## src/rtl/bf_interpreter_core_macros.svh

```systemverilog
// Assertion macros for the tape-machine core.
`ifndef BF_INTERPRETER_CORE_MACROS_SVH
`define BF_INTERPRETER_CORE_MACROS_SVH

`ifndef SYNTH
`define BFI_ASSERT(label, clk, rst_n, prop) \
  label: assert property (@(posedge clk) disable iff (!rst_n) prop) \
    else $error("bfi assertion failed");
`define BFI_ASSERT_NEVER(label, clk, rst_n, cond) \
  label: assert property (@(posedge clk) disable iff (!rst_n) !(cond)) \
    else $error("bfi forbidden condition seen");
`else
`define BFI_ASSERT(label, clk, rst_n, prop)
`define BFI_ASSERT_NEVER(label, clk, rst_n, cond)
`endif

`endif

```

## src/rtl/bfi_ram.sv

```systemverilog
// Generic single-port-write, single-port-read RAM with registered read data.
module bfi_ram #(
  parameter int unsigned WIDTH = 8,
  parameter int unsigned DEPTH = 256,
  parameter int unsigned AW    = $clog2(DEPTH)
) (
  input  logic             clk_i,
  input  logic             we_i,
  input  logic [AW-1:0]    waddr_i,
  input  logic [WIDTH-1:0] wdata_i,
  input  logic [AW-1:0]    raddr_i,
  output logic [WIDTH-1:0] rdata_o
);

  logic [WIDTH-1:0] mem [DEPTH];

  always_ff @(posedge clk_i) begin
    if (we_i) begin
      mem[waddr_i] <= wdata_i;
    end
    rdata_o <= mem[raddr_i];
  end

endmodule

```

## config.mk

```make
export PLATFORM = sky130hd
export DESIGN_NAME = bfi_ram
export DESIGN_NICKNAME = d
export VERILOG_FILES = /design/src/rtl/bf_interpreter_core_macros.svh /design/src/rtl/bfi_ram.sv
export SDC_FILE = /design/constraint.sdc
export NUM_CORES = 2
export LEC_CHECK = 0
export BUFFER_PORTS_ARGS = -buffer_cell sky130_fd_sc_hd__buf_2
export CAP_MARGIN = 20
export CORE_MARGIN = 4
export CORE_UTILIZATION = 30
export DETAILED_ROUTE_END_ITERATION = 10
export PLACE_DENSITY = 0.55
export SETUP_SLACK_MARGIN = 0.05
export SKIP_CTS_REPAIR_TIMING = 1
export SLEW_MARGIN = 20
export SYNTH_ARGS = -nofsm -noshare
export SYNTH_HDL_FRONTEND = slang
export SYNTH_SLANG_ARGS = --single-unit
```

## constraint.sdc

```tcl
create_clock -name clk_i -period 5.1 [get_ports clk_i]
set_input_delay 1.02 -clock clk_i [delete_from_list [all_inputs] [get_ports clk_i]]
set_output_delay 1.02 -clock clk_i [all_outputs]
set_load 0.03 [all_outputs]
```

---- Yosys cells after proc, flatten, opt, wreduce, memory -nomap -nowiden ----
Memory sizes are Yosys's and may differ from the RTL's. A register that Yosys moved wholly into a read port is not among the register bits.
Cells that the tools add are included.
word-level totals
  register bits after elaboration ......... 0
  RAM bits ................................ 2048
  memories ................................ 1
cells by class
  mux-type cells .......................... 2
memories
  memory  words  width  read ports  clocked after Yosys merged registers in  write ports  line           text
  mem     256    8      1           1                                        1            bfi_ram.sv:15  logic [WIDTH-1:0] mem [DEPTH];
operators by type and width
  cell    count
  $mux 1  2

---- Depth between registers and ports, before layout ----
  depth in word-level cells ............... 2
  depth in mapped cells ................... 11
  gate-level depth less buffers ........... 6

---- Worst setup path after synthesis ----
No wires, ideal clock.
  path type ............................... input -> register
  from .................................... in raddr_i[0]
  to ...................................... reg rdata_o[2], read port of mem
  data arrival time ....................... 2.827 ns
  path slack .............................. 2.142 ns
  cell stages on the path ................. 9
  path buffers ............................ 4
  path through ............................ buf_6 -> buf_12 -> buf_8 -> buf_2 -> mux4_2 -> a22oi_1 -> a21oi_1 -> nor4_1 -> nor4_2
RTL lines
  what         line           text
  from (decl)  bfi_ram.sv:11  input logic [AW-1:0] raddr_i,
  to (decl)    bfi_ram.sv:12  output logic [WIDTH-1:0] rdata_o

==> metrics.cfg <==
[finish]
drive_above_1_share = 0.235
nFillCells = 24300
syn_to_final_growth_pct = 14.8
finalNetCount = 3940
fin_util = 0.347

[min_path]
hold_path.class = in -> reg
min_path_cells = 1
holdPathEnd = mem[78][0]
hp-start = wdata_i[0]

[synth]
yosys.cell_count.top_type = edfxtp_1
synth_enable_flop_cells = 2048
syn_nets = 3759
syn_avg_cell_area_um2 = 21.3
synth_top_area_share = 0.773
synth_ff_type = edfxtp_1
synth_cell_types = 55
synth-seq-cells = 2056
synth_area_um2 = 79600
yosys-top-cells-area = edfxtp_1 (77%), mux4_2 (13%), mux2i_1 (1.7%)
async_flop_share = 0
synth_seq_area_share = 0.775
ys_top_cells_by_count = edfxtp_1 (2048), mux4_2 (454), nor2_1 (282)
synth_largest_area_cell = edfxtp_1
synthCells = 3733
synth-warning-count = 0

[clock_tree]
clkSlewWorstSetupHoldPaths_ns = 0.06
htree_levels = 4
cts_buffers = 208
clk_latency_ns = 0.83
cts_tree = yes
cts_sinks = 2056
cts_buffer_depth = 3
root_buffer = clkbuf_16

[global_routing]
antenna_found_initial = 20
grt_pass1_vias = 39400
grt_pass1_wl_um = 295000
track_usage = 0.149
grt_max_degree = 154
grt-ovfl-total = 0

[routing]
firstDrtPassIters = 7
viasPerCell = 5.10
dr.first_iter.drc_count = 4205
antenna_left = 0
drt_wl_total_um = 206000
via_count = 38900
drc = 0
routedWlPerCell_um = 27.1

[floorplanning]
dieHeight_um = 523
die_w_um = 523
fp-row-count = 188
start_util = 0.302
io_pins = 34
core_region_area_um2 = 263000
die-area_um2 = 273000

[place]
gp_congestion = 0.806
io_buffers = 33
dpl.hpwl_um = 127000

[power]
power_density_nw_per_um2 = 390
p_leak_uw = 0.0277
vdd_drop_max_uv = 288

[critical_path]
r2r-start = mem[80][3]
cp-start-kind = input port
critPathKind = in -> reg
cp_cell_sequence = buf_8 -> buf_12 -> buf_12 -> mux4_2 -> mux4_2 -> nor2b_1 -> nor4_1 -> nor4_1
r2r_slack_ns = 2.28
r2r-end = rdata_o[3]
crit_fanout = 33
slowest_stage = nor4_1
r2r_cells = 6
cp.arrival_ns = 4.27
critPathRequiredTime_ns = 5.77
slowest_delay_ns = 0.88
end_kind = flip-flop

[sta]
hold_ws_ns = 0.582
clock_skew_ns = 0.0308
rsz0062_at_grt = no
worst_slew_pin_slew_ns = 1.21
setup_tns_ns = 0
fin_crit_ns = 3.60
timing.fmax_ghz = 0.278
setup_viol_count_final = 0
max-slew-margin-rel = 0.191
finalHoldViolCount = 0
drv_slew = 0
fin_crit_sh = 0.705

[run]
maxCapViolCount = 0

[outcome]
status = finished, final reports clean

[placed cells by master (no fill, tap or decap), drive strengths merged, types with 8 or more instances in the layout]
cell type,instances
a211oi,16
o211ai,10
o21ai,12
nand3,34
nand2,33
a21oi,96
a221oi,14
clkinv,99
diode,11
o221ai,47
nor4,27
dfxtp,8
a22o,8
nand2b,8
bufinv,23
o22ai,28
mux4,456
clkbuf,262
a22oi,133
nor2,282
buf,204
mux2i,134
nand4,10
nor2b,31
edfxtp,2048
nor3,22
[layer usage]
layer / share of wire / track usage
met1: 0.43 / 0.208
met2: 0.48 / 0.236
met3: 0.065 / 0.0255
met4: 0.030 / 0.0501
met5: 0 / 0
[critical path, delay by kind of cell]
| kind | cells | cell delay [ns] |
|---|---|---|
| simple gates | 3 | 1.21 |
| mux | 2 | 1.08 |
| buf+inv | 3 | 0.86 |
[cell families after synthesis]
kind of cell    share of synthesized area
compound gates                     0.0342
simple gates                       0.0263
mux                                 0.146
flops                               0.775
buf+inv                            0.0183
[area by class of cell]
cell class,count,area (um2),area share
Clock inverter,126,1340,0.0146
Tap cell,3515,4400,0.0482
Timing Repair Buffer,204,1900,0.0208
Clock buffer,262,5480,0.0600
Inverter,2,7.51,0.0000822
Sequential cell,2056,61700,0.675
Antenna cell,11,27.5,0.000301
Multi-Input combinational cell,1442,16500,0.181
[power by group]
group / internal, uW / switching [uW] / leakage, uW
combinational: 592 / 1140 / 0.00593
sequential: 18600 / 45.5 / 0.0185
clock: 8780 / 6450 / 0.00332
total: 28000 / 7640 / 0.0277
[stage by stage]
stage	total power (uW)	setup WS (ns)	cell area (um2)	cells
global route	36700	1.40	91300	7613
finish	35600	1.50	91300	7618
global placement	20800	0.546	84400	7217
floorplan	19900	2.14	79600	3733
CTS	35900	1.44	91200	7605
detailed placement	20800	0.536	84400	7217
[how the worst max path moves through the flow]
stage,start,end,depth (start not counted)
2_1_floorplan,raddr_i[0],rdata_o[2],9
6_report,raddr_i[0],rdata_o[1],8
5_1_grt,raddr_i[0],rdata_o[3],9
3_3_place_gp,raddr_i[0],rdata_o[1],8
4_1_cts,raddr_i[0],rdata_o[1],8
3_5_place_dp,raddr_i[0],rdata_o[1],8
[sequential cells by signal, summed over array words and instances (netlist names)]
name     flops
mem       2048
rdata_o      8
Power figures use the tool's default switching activity.
